<file path="src/rtl/pdol_pkg.sv">
// Package for the PPS disciplined oscillator loop: payload structs, register
// indexes, status codes, widths and reset values. Depends on nothing else.
package pdol_pkg;

  localparam int CAP_W      = 32;
  localparam int SYS_W      = 64;
  localparam int UNIX_W     = 34;
  localparam int STATUS_W   = 2;
  localparam int MEAN_W     = 48;
  localparam int DRIVE_W    = 14;
  localparam int FRAC_W     = 16;
  localparam int DRIVE_Q_W  = DRIVE_W + FRAC_W;
  localparam int TARGET_W   = 31;
  localparam int GAIN_W     = 16;
  localparam int LIMIT_W    = 31;
  localparam int SKIP_W     = 8;
  localparam int ERR_W      = 22;
  localparam int ERR_CALC_W = 34;
  localparam int OFF_PROD_W = 55;

  localparam int DEF_WINDOW_DEPTH = 16;

  localparam int CFG_IDX_W  = 3;
  localparam int CFG_DATA_W = 32;

  localparam logic [CFG_IDX_W-1:0] CFG_TARGET_COUNT  = 3'd0;
  localparam logic [CFG_IDX_W-1:0] CFG_GAIN_Q16      = 3'd1;
  localparam logic [CFG_IDX_W-1:0] CFG_DRIVE_MAX     = 3'd2;
  localparam logic [CFG_IDX_W-1:0] CFG_DRIVE_MIN     = 3'd3;
  localparam logic [CFG_IDX_W-1:0] CFG_OUTLIER_LIMIT = 3'd4;
  localparam logic [CFG_IDX_W-1:0] CFG_SKIP_COUNT    = 3'd5;
  localparam logic [CFG_IDX_W-1:0] CFG_DRIVE_START   = 3'd6;

  localparam logic [STATUS_W-1:0] ST_SENTINEL = 2'd0;
  localparam logic [STATUS_W-1:0] ST_STARTUP  = 2'd1;
  localparam logic [STATUS_W-1:0] ST_OUTLIER  = 2'd2;
  localparam logic [STATUS_W-1:0] ST_UPDATED  = 2'd3;

  localparam logic [CAP_W-1:0]    CAPTURE_SENTINEL = 32'hFFFF_FFFE;
  localparam logic [TARGET_W-1:0] RST_TARGET_COUNT = 31'd62500000;
  localparam logic [GAIN_W-1:0]   RST_GAIN_Q16     = 16'd6554;
  localparam logic [DRIVE_W-1:0]  RST_DRIVE_MAX    = 14'd8192;
  localparam logic [DRIVE_W-1:0]  RST_DRIVE_MIN    = 14'd0;
  localparam logic [LIMIT_W-1:0]  RST_OUTLIER_LIM  = 31'd1000000;
  localparam logic [SKIP_W-1:0]   RST_SKIP_COUNT   = 8'd2;
  localparam logic [DRIVE_W-1:0]  RST_DRIVE_START  = 14'd3846;

  localparam logic signed [ERR_CALC_W-1:0] ERR_SAT_MAX = 34'sd2097151;
  localparam logic signed [ERR_CALC_W-1:0] ERR_SAT_MIN = -34'sd2097152;

  localparam logic [OFF_PROD_W-1:0] US_PER_S = 55'd1000000;

  typedef struct packed {
    logic [CAP_W-1:0]  capture_value;
    logic [SYS_W-1:0]  sysclock_us;
    logic              gps_valid;
    logic [UNIX_W-1:0] gps_unix_seconds;
  } in_t;

  typedef struct packed {
    logic [STATUS_W-1:0]      status;
    logic [CAP_W-1:0]         period_count;
    logic signed [MEAN_W-1:0] mean_error_q16;
    logic [DRIVE_W-1:0]       drive_level;
    logic                     pps_led;
    logic                     offset_valid;
    logic [SYS_W-1:0]         clock_offset_us;
  } out_t;

endpackage

</file>
<file path="src/rtl/pps_disciplined_oscillator_loop_unit.sv">
// PPS disciplined oscillator loop: top level; uses pdol_pkg, pdol_ram, pdol_div.
// A sentinel or startup transaction goes from evaluation straight to the result step,
// an outlier through the check step; a loop update also reads and sums the filled
// window entries, runs the two bit per cycle divider, then the gain multiply and drive
// update. One transaction at a time; in_ready is high only when idle, in the cycle
// after the result is loaded. Synchronous active-low reset loads the defaults.
module pps_disciplined_oscillator_loop_unit #(
  parameter int WINDOW_DEPTH = pdol_pkg::DEF_WINDOW_DEPTH
) (
  input  logic                                clk,
  input  logic                                rst_n,
  input  logic                                in_valid,
  output logic                                in_ready,
  input  pdol_pkg::in_t                       in_data,
  output logic                                out_valid,
  input  logic                                out_ready,
  output pdol_pkg::out_t                      out_data,
  input  logic                                cfg_valid,
  output logic                                cfg_ready,
  input  logic [pdol_pkg::CFG_IDX_W-1:0]      cfg_index,
  input  logic [pdol_pkg::CFG_DATA_W-1:0]     cfg_data
);

  localparam int AW     = (WINDOW_DEPTH > 1) ? $clog2(WINDOW_DEPTH) : 1;
  localparam int CNT_W  = $clog2(WINDOW_DEPTH + 1);
  localparam int SUM_W  = pdol_pkg::ERR_W + $clog2(WINDOW_DEPTH);
  localparam int DVD_W  = SUM_W + pdol_pkg::FRAC_W;
  localparam int PROD_W = DVD_W + pdol_pkg::GAIN_W;
  localparam int DC_W   = DVD_W + 2;
  localparam int FW     = pdol_pkg::FRAC_W;

  localparam logic [3:0] S_IDLE  = 4'd0;
  localparam logic [3:0] S_EVAL  = 4'd1;
  localparam logic [3:0] S_CHECK = 4'd2;
  localparam logic [3:0] S_SUM   = 4'd3;
  localparam logic [3:0] S_DIVGO = 4'd4;
  localparam logic [3:0] S_DIV   = 4'd5;
  localparam logic [3:0] S_MUL   = 4'd6;
  localparam logic [3:0] S_DRV   = 4'd7;
  localparam logic [3:0] S_DONE  = 4'd8;

  logic [3:0] state_r, state_nxt;

  // Configuration registers.
  logic [pdol_pkg::TARGET_W-1:0] target_r;
  logic [pdol_pkg::GAIN_W-1:0]   gain_r;
  logic [pdol_pkg::DRIVE_W-1:0]  dmax_r;
  logic [pdol_pkg::DRIVE_W-1:0]  dmin_r;
  logic [pdol_pkg::LIMIT_W-1:0]  olim_r;
  logic [pdol_pkg::SKIP_W-1:0]   skip_r;

  // Loop state.
  logic [pdol_pkg::CAP_W-1:0]     last_r;
  logic [pdol_pkg::SKIP_W-1:0]    seen_r;
  logic [AW-1:0]                  wslot_r;
  logic [CNT_W-1:0]               filled_r;
  logic [pdol_pkg::DRIVE_Q_W-1:0] drive_r;
  logic                           led_r;
  logic [pdol_pkg::SYS_W-1:0]     offset_r;
  logic                           out_valid_r;

  // Per-transaction work registers.
  pdol_pkg::in_t                          in_r;
  pdol_pkg::out_t                         out_r;
  logic [pdol_pkg::STATUS_W-1:0]          status_r;
  logic [pdol_pkg::CAP_W-1:0]             period_r;
  logic signed [pdol_pkg::ERR_CALC_W-1:0] err_r;
  logic [pdol_pkg::OFF_PROD_W-1:0]        off_prod_r;
  logic [CNT_W-1:0]                       idx_r;
  logic                                   rd_pend_r;
  logic signed [SUM_W-1:0]                sum_r;
  logic                                   sum_neg_r;
  logic signed [pdol_pkg::MEAN_W-1:0]     mean_r;
  logic [DVD_W-1:0]                       mag_r;
  logic [PROD_W-1:0]                      prod_r;
  logic                                   offv_r;

  logic                                   in_acc;
  logic                                   cfg_acc;
  logic                                   out_load;
  logic                                   is_outlier;
  logic signed [pdol_pkg::ERR_CALC_W-1:0] lim_s;
  logic signed [pdol_pkg::ERR_CALC_W-1:0] err_sat;
  logic [pdol_pkg::CAP_W-1:0]             period_c;
  logic                                   rd_issue;
  logic                                   win_we;
  logic [pdol_pkg::ERR_W-1:0]             win_rdata;
  logic [SUM_W-1:0]                       sum_abs;
  logic                                   div_start;
  logic                                   div_done;
  logic [DVD_W-1:0]                       div_q;
  logic [DVD_W-1:0]                       delta;
  logic signed [DC_W-1:0]                 drv_cur, drv_delta, drv_sum;
  logic signed [DC_W-1:0]                 drv_hi, drv_lo, drv_clamped;

  assign in_acc    = in_valid && in_ready;
  assign cfg_acc   = cfg_valid && cfg_ready;
  assign in_ready  = (state_r == S_IDLE);
  assign cfg_ready = 1'b1;
  assign out_load  = (state_r == S_DONE) && (!out_valid_r || out_ready);

  assign period_c   = last_r - in_r.capture_value;
  assign lim_s      = $signed(pdol_pkg::ERR_CALC_W'(olim_r));
  assign is_outlier = (err_r > lim_s) || (err_r < -lim_s);

  always_comb begin
    if (err_r > pdol_pkg::ERR_SAT_MAX) begin
      err_sat = pdol_pkg::ERR_SAT_MAX;
    end else if (err_r < pdol_pkg::ERR_SAT_MIN) begin
      err_sat = pdol_pkg::ERR_SAT_MIN;
    end else begin
      err_sat = err_r;
    end
  end

  assign win_we   = (state_r == S_CHECK) && !is_outlier;
  assign rd_issue = (state_r == S_SUM) && (idx_r < filled_r);

  pdol_ram #(
    .WIDTH (pdol_pkg::ERR_W),
    .DEPTH (WINDOW_DEPTH)
  ) u_window (
    .clk   (clk),
    .we    (win_we),
    .waddr (wslot_r),
    .wdata (err_sat[pdol_pkg::ERR_W-1:0]),
    .raddr (idx_r[AW-1:0]),
    .rdata (win_rdata)
  );

  assign sum_abs   = sum_r[SUM_W-1] ? SUM_W'(-sum_r) : SUM_W'(sum_r);
  assign div_start = (state_r == S_DIVGO);

  pdol_div #(
    .DVD_W (DVD_W),
    .DVS_W (CNT_W)
  ) u_div (
    .clk      (clk),
    .rst_n    (rst_n),
    .start    (div_start),
    .dividend ({sum_abs, {FW{1'b0}}}),
    .divisor  (filled_r),
    .done     (div_done),
    .quotient (div_q)
  );

  // The gain product is taken on the magnitude, so dropping the fraction
  // truncates toward zero; the sign of the mean picks add or subtract.
  assign delta     = prod_r[PROD_W-1:FW];
  assign drv_cur   = $signed(DC_W'(drive_r));
  assign drv_delta = $signed(DC_W'(delta));
  assign drv_sum   = sum_neg_r ? (drv_cur + drv_delta) : (drv_cur - drv_delta);
  assign drv_hi    = $signed(DC_W'({dmax_r, {FW{1'b0}}}));
  assign drv_lo    = $signed(DC_W'({dmin_r, {FW{1'b0}}}));

  always_comb begin
    if (drv_sum > drv_hi) begin
      drv_clamped = drv_hi;
    end else if (drv_sum < drv_lo) begin
      drv_clamped = drv_lo;
    end else begin
      drv_clamped = drv_sum;
    end
  end

  always_comb begin
    state_nxt = state_r;
    unique case (state_r)
      S_IDLE: begin
        if (in_acc) begin
          state_nxt = S_EVAL;
        end
      end
      S_EVAL: begin
        if (in_r.capture_value == pdol_pkg::CAPTURE_SENTINEL || seen_r < skip_r) begin
          state_nxt = S_DONE;
        end else begin
          state_nxt = S_CHECK;
        end
      end
      S_CHECK: begin
        state_nxt = is_outlier ? S_DONE : S_SUM;
      end
      S_SUM: begin
        if (!rd_issue && !rd_pend_r) begin
          state_nxt = S_DIVGO;
        end
      end
      S_DIVGO: state_nxt = S_DIV;
      S_DIV: begin
        if (div_done) begin
          state_nxt = S_MUL;
        end
      end
      S_MUL:  state_nxt = S_DRV;
      S_DRV:  state_nxt = S_DONE;
      S_DONE: begin
        if (out_load) begin
          state_nxt = S_IDLE;
        end
      end
      default: state_nxt = S_IDLE;
    endcase
  end

  // Control state and loop state, with reset.
  always_ff @(posedge clk) begin
    if (!rst_n) begin
      state_r     <= S_IDLE;
      target_r    <= pdol_pkg::RST_TARGET_COUNT;
      gain_r      <= pdol_pkg::RST_GAIN_Q16;
      dmax_r      <= pdol_pkg::RST_DRIVE_MAX;
      dmin_r      <= pdol_pkg::RST_DRIVE_MIN;
      olim_r      <= pdol_pkg::RST_OUTLIER_LIM;
      skip_r      <= pdol_pkg::RST_SKIP_COUNT;
      last_r      <= '0;
      seen_r      <= '0;
      wslot_r     <= '0;
      filled_r    <= '0;
      drive_r     <= {pdol_pkg::RST_DRIVE_START, {FW{1'b0}}};
      led_r       <= 1'b0;
      offset_r    <= '0;
      out_valid_r <= 1'b0;
    end else begin
      state_r <= state_nxt;

      if (out_load) begin
        out_valid_r <= 1'b1;
      end else if (out_ready) begin
        out_valid_r <= 1'b0;
      end

      if (state_r == S_EVAL && in_r.capture_value != pdol_pkg::CAPTURE_SENTINEL) begin
        last_r <= in_r.capture_value;
        if (seen_r < skip_r) begin
          seen_r <= seen_r + 1'b1;
        end else begin
          led_r <= ~led_r;
        end
      end

      if (win_we) begin
        wslot_r <= (wslot_r == AW'(WINDOW_DEPTH - 1)) ? '0 : wslot_r + 1'b1;
        if (filled_r != CNT_W'(WINDOW_DEPTH)) begin
          filled_r <= filled_r + 1'b1;
        end
      end

      if (state_r == S_DRV) begin
        drive_r <= drv_clamped[pdol_pkg::DRIVE_Q_W-1:0];
        if (in_r.gps_valid) begin
          offset_r <= pdol_pkg::SYS_W'(off_prod_r) - in_r.sysclock_us;
        end
      end

      if (cfg_acc) begin
        unique case (cfg_index)
          pdol_pkg::CFG_TARGET_COUNT:  target_r <= cfg_data[pdol_pkg::TARGET_W-1:0];
          pdol_pkg::CFG_GAIN_Q16:      gain_r   <= cfg_data[pdol_pkg::GAIN_W-1:0];
          pdol_pkg::CFG_DRIVE_MAX:     dmax_r   <= cfg_data[pdol_pkg::DRIVE_W-1:0];
          pdol_pkg::CFG_DRIVE_MIN:     dmin_r   <= cfg_data[pdol_pkg::DRIVE_W-1:0];
          pdol_pkg::CFG_OUTLIER_LIMIT: olim_r   <= cfg_data[pdol_pkg::LIMIT_W-1:0];
          pdol_pkg::CFG_SKIP_COUNT:    skip_r   <= cfg_data[pdol_pkg::SKIP_W-1:0];
          pdol_pkg::CFG_DRIVE_START: begin
            drive_r <= {cfg_data[pdol_pkg::DRIVE_W-1:0], {FW{1'b0}}};
          end
          default: ;
        endcase
      end
    end
  end

  // Datapath registers of the transaction in flight.
  always_ff @(posedge clk) begin
    if (in_acc) begin
      in_r <= in_data;
    end

    unique case (state_r)
      S_EVAL: begin
        mean_r     <= '0;
        offv_r     <= 1'b0;
        off_prod_r <= (pdol_pkg::OFF_PROD_W'(in_r.gps_unix_seconds) + 1'b1)
                      * pdol_pkg::US_PER_S;
        err_r      <= $signed(pdol_pkg::ERR_CALC_W'(period_c))
                      - $signed(pdol_pkg::ERR_CALC_W'(target_r));
        if (in_r.capture_value == pdol_pkg::CAPTURE_SENTINEL) begin
          status_r <= pdol_pkg::ST_SENTINEL;
          period_r <= '0;
        end else if (seen_r < skip_r) begin
          status_r <= pdol_pkg::ST_STARTUP;
          period_r <= '0;
        end else begin
          status_r <= pdol_pkg::ST_OUTLIER;
          period_r <= period_c;
        end
      end
      S_CHECK: begin
        idx_r     <= '0;
        rd_pend_r <= 1'b0;
        sum_r     <= '0;
      end
      S_SUM: begin
        // Read data arrives in the cycle after the address.
        if (rd_issue) begin
          idx_r <= idx_r + 1'b1;
        end
        rd_pend_r <= rd_issue;
        if (rd_pend_r) begin
          sum_r <= sum_r + SUM_W'($signed(win_rdata));
        end
      end
      S_DIVGO: begin
        sum_neg_r <= sum_r[SUM_W-1];
      end
      S_DIV: begin
        if (div_done) begin
          mag_r  <= div_q;
          mean_r <= sum_neg_r ? -pdol_pkg::MEAN_W'(div_q) : pdol_pkg::MEAN_W'(div_q);
        end
      end
      S_MUL: begin
        prod_r <= PROD_W'(mag_r) * PROD_W'(gain_r);
      end
      S_DRV: begin
        status_r <= pdol_pkg::ST_UPDATED;
        offv_r   <= in_r.gps_valid;
      end
      default: ;
    endcase

    if (out_load) begin
      out_r.status          <= status_r;
      out_r.period_count    <= period_r;
      out_r.mean_error_q16  <= mean_r;
      out_r.drive_level     <= drive_r[pdol_pkg::DRIVE_Q_W-1:FW];
      out_r.pps_led         <= led_r;
      out_r.offset_valid    <= offv_r;
      out_r.clock_offset_us <= offset_r;
    end
  end

  assign out_valid = out_valid_r;
  assign out_data  = out_r;

`ifndef ASSERT_OFF
  // A new result only ever comes out of the final sequencer step.
  a_out_from_done: assert property (@(posedge clk) disable iff (!rst_n)
    $rose(out_valid_r) |-> $past(state_r) == S_DONE)
    else $error("out_valid rose outside the final step");

  // The window is summed only after at least one entry has been written.
  a_sum_nonempty: assert property (@(posedge clk) disable iff (!rst_n)
    (state_r == S_SUM) |-> (filled_r != '0))
    else $error("window summed while empty");

  // While the window is filling, the write pointer equals the fill count.
  a_slot_tracks_fill: assert property (@(posedge clk) disable iff (!rst_n)
    (filled_r < CNT_W'(WINDOW_DEPTH)) |-> (wslot_r == filled_r[AW-1:0]))
    else $error("write slot and fill count disagree");
`endif

endmodule

</file>
<file path="src/rtl/pdol_ram.sv">
// Generic single-write, single-read RAM with a registered read port.
// Self-contained; used for the error window.
module pdol_ram #(
  parameter int WIDTH = 22,
  parameter int DEPTH = 16,
  localparam int AW = (DEPTH > 1) ? $clog2(DEPTH) : 1
) (
  input  logic             clk,
  input  logic             we,
  input  logic [AW-1:0]    waddr,
  input  logic [WIDTH-1:0] wdata,
  input  logic [AW-1:0]    raddr,
  output logic [WIDTH-1:0] rdata
);

  logic [WIDTH-1:0] mem [DEPTH];

  always_ff @(posedge clk) begin
    if (we) begin
      mem[waddr] <= wdata;
    end
    rdata <= mem[raddr];
  end

endmodule

</file>
<file path="src/rtl/pdol_div.sv">
// Iterative unsigned restoring divider, two quotient bits per cycle.
// Self-contained; computes the window mean for the loop unit.
module pdol_div #(
  parameter int DVD_W = 42,
  parameter int DVS_W = 5
) (
  input  logic             clk,
  input  logic             rst_n,
  input  logic             start,
  input  logic [DVD_W-1:0] dividend,
  input  logic [DVS_W-1:0] divisor,
  output logic             done,
  output logic [DVD_W-1:0] quotient
);

  localparam int STEPS = (DVD_W + 1) / 2;
  localparam int PAD_W = 2 * STEPS;
  localparam int CNT_W = $clog2(STEPS + 1);

  logic             busy_r, busy_nxt;
  logic             done_r, done_nxt;
  logic [CNT_W-1:0] cnt_r, cnt_nxt;
  logic [PAD_W-1:0] dq_r;
  logic [DVS_W-1:0] rem_r;
  logic [DVS_W-1:0] dvs_r;

  logic [DVS_W:0]   rem_w;
  logic [DVS_W-1:0] rem_c;
  logic [PAD_W-1:0] dq_c;

  // The dividend shifts out at the top of dq while quotient bits enter at
  // the bottom, so after all steps dq holds the quotient.
  always_comb begin
    rem_c = rem_r;
    dq_c  = dq_r;
    rem_w = '0;
    for (int k = 0; k < 2; k++) begin
      rem_w = {rem_c, dq_c[PAD_W-1]};
      dq_c  = {dq_c[PAD_W-2:0], 1'b0};
      if (rem_w >= {1'b0, dvs_r}) begin
        rem_w   = rem_w - {1'b0, dvs_r};
        dq_c[0] = 1'b1;
      end
      rem_c = rem_w[DVS_W-1:0];
    end
  end

  always_comb begin
    busy_nxt = busy_r;
    cnt_nxt  = cnt_r;
    done_nxt = 1'b0;
    if (busy_r) begin
      cnt_nxt = cnt_r - 1'b1;
      if (cnt_r == CNT_W'(1)) begin
        busy_nxt = 1'b0;
        done_nxt = 1'b1;
      end
    end else if (start) begin
      busy_nxt = 1'b1;
      cnt_nxt  = CNT_W'(STEPS);
    end
  end

  always_ff @(posedge clk) begin
    if (!rst_n) begin
      busy_r <= 1'b0;
      done_r <= 1'b0;
      cnt_r  <= '0;
    end else begin
      busy_r <= busy_nxt;
      done_r <= done_nxt;
      cnt_r  <= cnt_nxt;
    end
  end

  always_ff @(posedge clk) begin
    if (busy_r) begin
      dq_r  <= dq_c;
      rem_r <= rem_c;
    end else if (start) begin
      dq_r  <= PAD_W'(dividend);
      rem_r <= '0;
      dvs_r <= divisor;
    end
  end

  assign done     = done_r;
  assign quotient = dq_r[DVD_W-1:0];

endmodule
</file>
<file path="config.mk">
export PLATFORM = sky130hd
export DESIGN_NAME = pps_disciplined_oscillator_loop_unit
export DESIGN_NICKNAME = d
export VERILOG_FILES = /design/src/rtl/pdol_pkg.sv /design/src/rtl/pps_disciplined_oscillator_loop_unit.sv /design/src/rtl/pdol_ram.sv /design/src/rtl/pdol_div.sv
export SDC_FILE = /design/constraint.sdc
export NUM_CORES = 2
export LEC_CHECK = 0
export BUFFER_PORTS_ARGS = -buffer_cell sky130_fd_sc_hd__buf_4
export CAP_MARGIN = 30
export CORE_ASPECT_RATIO = 1.1
export CORE_MARGIN = 8
export CORE_UTILIZATION = 55
export CTS_BUF_LIST = sky130_fd_sc_hd__clkbuf_4 sky130_fd_sc_hd__clkbuf_8
export DETAILED_ROUTE_END_ITERATION = 10
export HOLD_SLACK_MARGIN = 0.02
export PLACE_DENSITY = 0.7
export SLEW_MARGIN = 20
export SYNTH_ARGS = -nofsm -noshare
export SYNTH_HDL_FRONTEND = slang
export SYNTH_SLANG_ARGS = --single-unit
</file>
<file path="constraint.sdc">
create_clock -name clk -period 29.2 [get_ports clk]
set_input_delay 5.84 -clock clk [delete_from_list [all_inputs] [get_ports clk]]
set_output_delay 5.84 -clock clk [all_outputs]
set_load 0.02 [all_outputs]
</file>
# Yosys cells after proc, flatten, opt, wreduce, memory -nomap -nowiden
# Memories as Yosys holds them, arrays and structs flattened. A register that Yosys moved wholly into a read port is not among the register bits.
# Index checks and enable logic that the tools add are counted.
# classes
n_bitwise	3
n_lt_le_gt_ge	10
reduce_logical	38
add_sub_neg	17
mul	2
mux	47
eq_ne	25
# op_table
op	n
$mux W30	5
$mux W48	2
$pmux W48 S2	1
$mux W42	2
$sub A55 B64 Y64	1
$mul A42 B16 Y58	1
$mux W26	2
$pmux W26 S2	1
$mul A35 B14 Y49 const B	1
$neg A42 Y48	1
$gt A44 B31 Y1	1
$lt A44 B31 Y1	1
$mux W22	2
$mux W44	1
$add A30 B42 Y43	1
$sub A30 B42 Y43	1
$pmux W4 S9	1
$add A34 B1 Y35 const B	1
$mux W5	7
$lt A33 B34 Y1	1
$neg A31 Y34	1
$gt A33 B22 Y1 const B	1
$gt A33 B32 Y1	1
$lt A33 B22 Y1 const B	1
41 further kinds	104
# word_totals
ram_bits	352
register_bits	913
wordCells	187
memories	1
# mem_list
name	depth	word_bits	rd	rd_ports_with_merged_regs	wr	line_no	rtl
u_window.mem	16	22	1	1	1	pdol_ram.sv:16	logic [WIDTH-1:0] mem [DEPTH];

# Logic depth before layout (Yosys ltp)
# depth
ltp_word	8
ltp_mapped	36

# Hierarchy
# A second synthesis with hierarchy kept.
# hier_totals
cells_unflattened	8131
area_unflattened_um2	87651.6
# by_module_without_submodules
mod	cells_per_inst	seq_area_each_um2	area_each_um2	n_inst
pps_disciplined_oscillator_loop_unit	7348	22531.6	70925.5	1
pdol_ram	583	11010.6	13822.0	1
pdol_div	200	1701.6	2904.0	1

# Worst setup path after synthesis
# OpenSTA, ideal clock, no wires.
# synth_path
kind	input -> register
start	in out_ready
end	reg out_r (netlist bit out_data[0]), enable pin
cell_stages	2
arrival_ps	13092
slack_ps	15403
setup_ps	705
required_ps	28495
path_cell_list	nand2b_1 nor2b_1
# synth_between
elab_chain_len	2
# synth_rtl
element	line_no	rtl
start, declared	pps_disciplined_oscillator_loop_unit.sv:16	input logic out_ready,
$logic_or A1 B1 Y1	pps_disciplined_oscillator_loop_unit.sv:100	assign out_load = (state_r == S_DONE) && (!out_valid_r || out_ready);
$logic_and A1 B1 Y1	pps_disciplined_oscillator_loop_unit.sv:100	
net out_load	pps_disciplined_oscillator_loop_unit.sv:80	logic out_load;
end, declared	pps_disciplined_oscillator_loop_unit.sv:64	pdol_pkg::out_t out_r;
# The timed path passes the listed nets, and every way through them passes these cells.
# A chain may end at the register's enable or synchronous reset.

# Worst setup path after layout
# layout_path
start	reg in_r[0] (netlist name)
end	reg off_prod_r[53] (netlist name) (data pin)
# layout_between
elab_chain_len	2
# layout_rtl
element	line_no	rtl
start, declared	pps_disciplined_oscillator_loop_unit.sv:63	pdol_pkg::in_t in_r;
start signal, assigned	pps_disciplined_oscillator_loop_unit.sv:276	in_r <= in_data;
$add A34 B1 Y35	pps_disciplined_oscillator_loop_unit.sv:283	off_prod_r <= (pdol_pkg::OFF_PROD_W'(in_r.gps_unix_seconds) + 1'b1)
$mul A35 B14 Y49	pps_disciplined_oscillator_loop_unit.sv:284	* pdol_pkg::US_PER_S;
end signal, assigned	pps_disciplined_oscillator_loop_unit.sv:283	
end, declared	pps_disciplined_oscillator_loop_unit.sv:68	logic [pdol_pkg::OFF_PROD_W-1:0] off_prod_r;
# No other way between the ends.

==> out/qor.txt <==
commonest cells after routing, fill and taps aside: inv_1 (1,162), nand2_1 (997), edfxtp_1 (979)
post-cts sizing count: 0
# hold bufs at CTS: 0
Num CTS Buffers: 201
Ys Warns: 0
part of the Yosys area used for sequential elements: 0.399
combinational share of power: 0.642
drt wl/cell: 21.4 um
# nets final: 10,027
Bufs and invs on worst path: 5
final hold slack: 0.411 ns
Clock Sink Count: 1,271
Power Total: 0.0128 W
Async SR Flop Fraction: 0
post-synth net total: 9,717
Area Overhead vs Synth: 10.8%
CTS tree: done
Cell Rows: 154
clock share of power: 0.131
Clk Latency, worst-skew pair: 1.00 ns
Hold/Removal Path Class: flop to flop
post-detailed-route DRC marker count: 0
Critical Path Fanout Max: 9
clk buf depth: 3
setup violators final: 0
Worst Slack Setup Final: 20.01 ns
CP max-delay cell: o41a_1
CTS Root Cell: clkbuf_8
Syn Inst Count: 8,250
PD cells: 130 nW/um2
global placement routability congestion: 0.910
postcts setup bufs: 0
internal power: 0.00712 W
worst rel slew slack: 0.292
CP Capture Type: flop
Worst path max stage delay: 0.56 ns
Worst Clk Skew: 0.0881 ns
sw frac: 0.442
remaining global-route overflow: 0
MaxCap Viol Count: 0
critical path arrival: 9.87 ns
max layer used: met5
Final Slew Violations: 0
Worst setup SP type: flop
TNS Setup: 0 ns
first-pass GRT wire length: 358 mm
Max IR drop VDD: 0.387 mV
antenna violations before repair: 12
Worst Setup Path Type: flop to flop
Worst Setup Slack post-DPL: 20.06 ns
Non-Filler Instances: 10,850
run status: finished, final reports clean
# port buffers: 333
Die ar.: 174,000 um2
Synth Register Bits: 1,271
fmax: 109 MHz
most common cell after layout, fill and taps aside: inv_1
Tmin final: 9.19 ns
vias per inst: 5.70
Syn Std Cell Area: 88,400 um2
Worst-path clk slew: 0.06 ns
met2 wire len: 114 mm
chip height: 437 um
P_sw: 0.00565 W
Inst Count DP: 10,450
wire length on met1: 93.0 mm
EDFF count, synth: 979
CP top delay family: adder cells
layout cells sized above 1: 0.113
vias in the first global route: 63,538
Starting DRT DRC Count: 4,159
H-Tree Depth: 4
Main synth FF type: edfxtp_1
largest net degree at the start of global routing: 88
mean post-synth cell area: 10.7 um2
Reg power frac: 0.228
static leakage: 41.8 nW
RSZ-0062 raised after global routing: no
Final ANT Viol Nets: 0
Via Count: 61,886
Layout fillers: 13,004
Required @ worst endpoint: 29.88 ns
Detailed Routing Iterations Pass 1: 6
Synth cell types: 103
Die W: 398 um
initial cell density of the core: 0.553
core box area: 160,000 um2
final hold violations: 0
Detail Placement HPWL: 170 mm
Routed WL: 232 mm
Total GRT Usage: 0.263
crit share post-route: 0.315
Tightest Pin Transition: 1.05 ns
DR WL met3: 15.7 mm
IO Pins: 336
==> sequential cells by signal, summed over array words and instances, names as in the netlist, 22 cells and up <==
register	cells
mag_r	42
mean_r	48
offset_r	64
period_r	32
u_window.mem	352
prod_r	42
sum_r	26
u_window.rdata	22
target_r	31
drive_r	30
err_r	33
last_r	32
out_data	162
u_div.quotient	42
in_r	131
olim_r	31
off_prod_r	49
==> layout make-up <==
| class | instances | area [um2] | share of cell area |
|---|---|---|---|
| Multi-Input combinational cell | 5489 | 47700 | 0.487 |
| Sequential cell | 1271 | 35200 | 0.360 |
| Inverter | 1171 | 4400 | 0.0449 |
| Clock buffer | 287 | 3540 | 0.0362 |
| Timing Repair Buffer | 426 | 3430 | 0.0350 |
| Tap cell | 2106 | 2640 | 0.0269 |
| Clock inverter | 94 | 931 | 0.00950 |
| Antenna cell | 6 | 15.0 | 0.000153 |
==> through the flow <==
step | utilization | area, um2
final | 0.612 | 97900
after CTS | 0.611 | 97700
after floorplan | - | 88400
after global routing | 0.612 | 97900
after global placement | 0.582 | 93000
after detailed placement | 0.583 | 93200
==> worst paths after layout <==
path | slack (ns) | from | cells past startpoint | endpoint
worst max-delay path | 20.01 | in_r[0] | 31 | off_prod_r[53]
worst min-delay path | 0.41 | mean_r[43] | 0 | out_data[123]
worst max register to register | 20.01 | in_r[0] | 31 | off_prod_r[53]
worst min register to register | 0.41 | mean_r[43] | 0 | out_data[123]
==> power by group through the flow <==
stage	logic (W)	clock network, W	registers (W)
after global routing	0.00925	0.00178	0.00292
final	0.00819	0.00167	0.00290
after floorplan	0.00621	0	0.00294
after global placement	0.00796	0	0.00294
after detailed placement	0.00808	0	0.00294
after CTS	0.00819	0.00170	0.00291
==> logic make-up (layout without fill, tap and decap cells) <==
logic type / count (synthesis) / after routing / synth area share
AND/OR/NAND/NOR: 2357 / 2357 / 0.128
buffers and inverters: 1490 / 1978 / 0.0638
adder cells (fa/ha/maj): 1297 / 1297 / 0.242
flip-flops: 1271 / 1271 / 0.399
AO/OA/AOI/OAI: 1241 / 1241 / 0.0907
XOR/XNOR: 416 / 416 / 0.0412
multiplexers: 177 / 177 / 0.0358
other: 1 / 7 / 0.0000424
==> layer usage <==
| metal | track usage | vias to the layer above |
|---|---|---|
| met5 | 0 | - |
| met4 | 0.103 | 2 |
| met3 | 0.0508 | 473 |
| met2 | 0.446 | 2013 |
| met1 | 0.334 | 30799 |
| li1 | - | 28599 |
==> synth_stat cells (all sizes together), types with 12 or more instances <==
| master | n | share of area |
|---|---|---|
| o221ai | 12 | 0.0013 |
| nor2b | 84 | 0.0059 |
| mux2i | 56 | 0.0063 |
| o211ai | 54 | 0.0046 |
| mux4 | 110 | 0.028 |
| nand3 | 105 | 0.0059 |
| clkbuf | 277 | 0.012 |
| or2 | 24 | 0.0017 |
| a41oi | 14 | 0.0015 |
| a21boi | 27 | 0.0023 |
| nand4 | 67 | 0.0047 |
| nor4 | 52 | 0.0041 |
| buf | 42 | 0.0024 |
| or3 | 48 | 0.0034 |
| a21o | 129 | 0.011 |
| nand2 | 1000 | 0.042 |
| edfxtp | 979 | 0.33 |
| a31oi | 44 | 0.0033 |
| xnor2 | 234 | 0.023 |
| a211o | 14 | 0.0014 |
| o21bai | 26 | 0.0022 |
| ha | 605 | 0.086 |
| and2 | 305 | 0.022 |
| or4 | 13 | 0.0011 |
| nor2 | 372 | 0.016 |
| o41ai | 17 | 0.0019 |
| o21a | 65 | 0.0055 |
| fa | 691 | 0.16 |
| a21oi | 396 | 0.023 |
| xor2 | 182 | 0.018 |
| nand2b | 66 | 0.0047 |
| inv | 1169 | 0.050 |
| dfxtp | 292 | 0.066 |
| and3 | 48 | 0.0034 |
| and3b | 23 | 0.0023 |
| o31ai | 36 | 0.0031 |
| a211oi | 31 | 0.0026 |
| nor3 | 100 | 0.0057 |
| nand4b | 13 | 0.0013 |
| o21ai | 257 | 0.015 |
==> worst register-to-register path, delay by kind of cell, from the launching register on <==
family	cells	cell delay, ns
AND/OR/NAND/NOR	11	2.25
AO/OA/AOI/OAI	4	1.35
buffers and inverters	5	0.65
adder cells (fa/ha/maj)	7	2.86
flip-flops	1	0.55
XOR/XNOR	4	1.26
(Power assumes the default switching activity.)
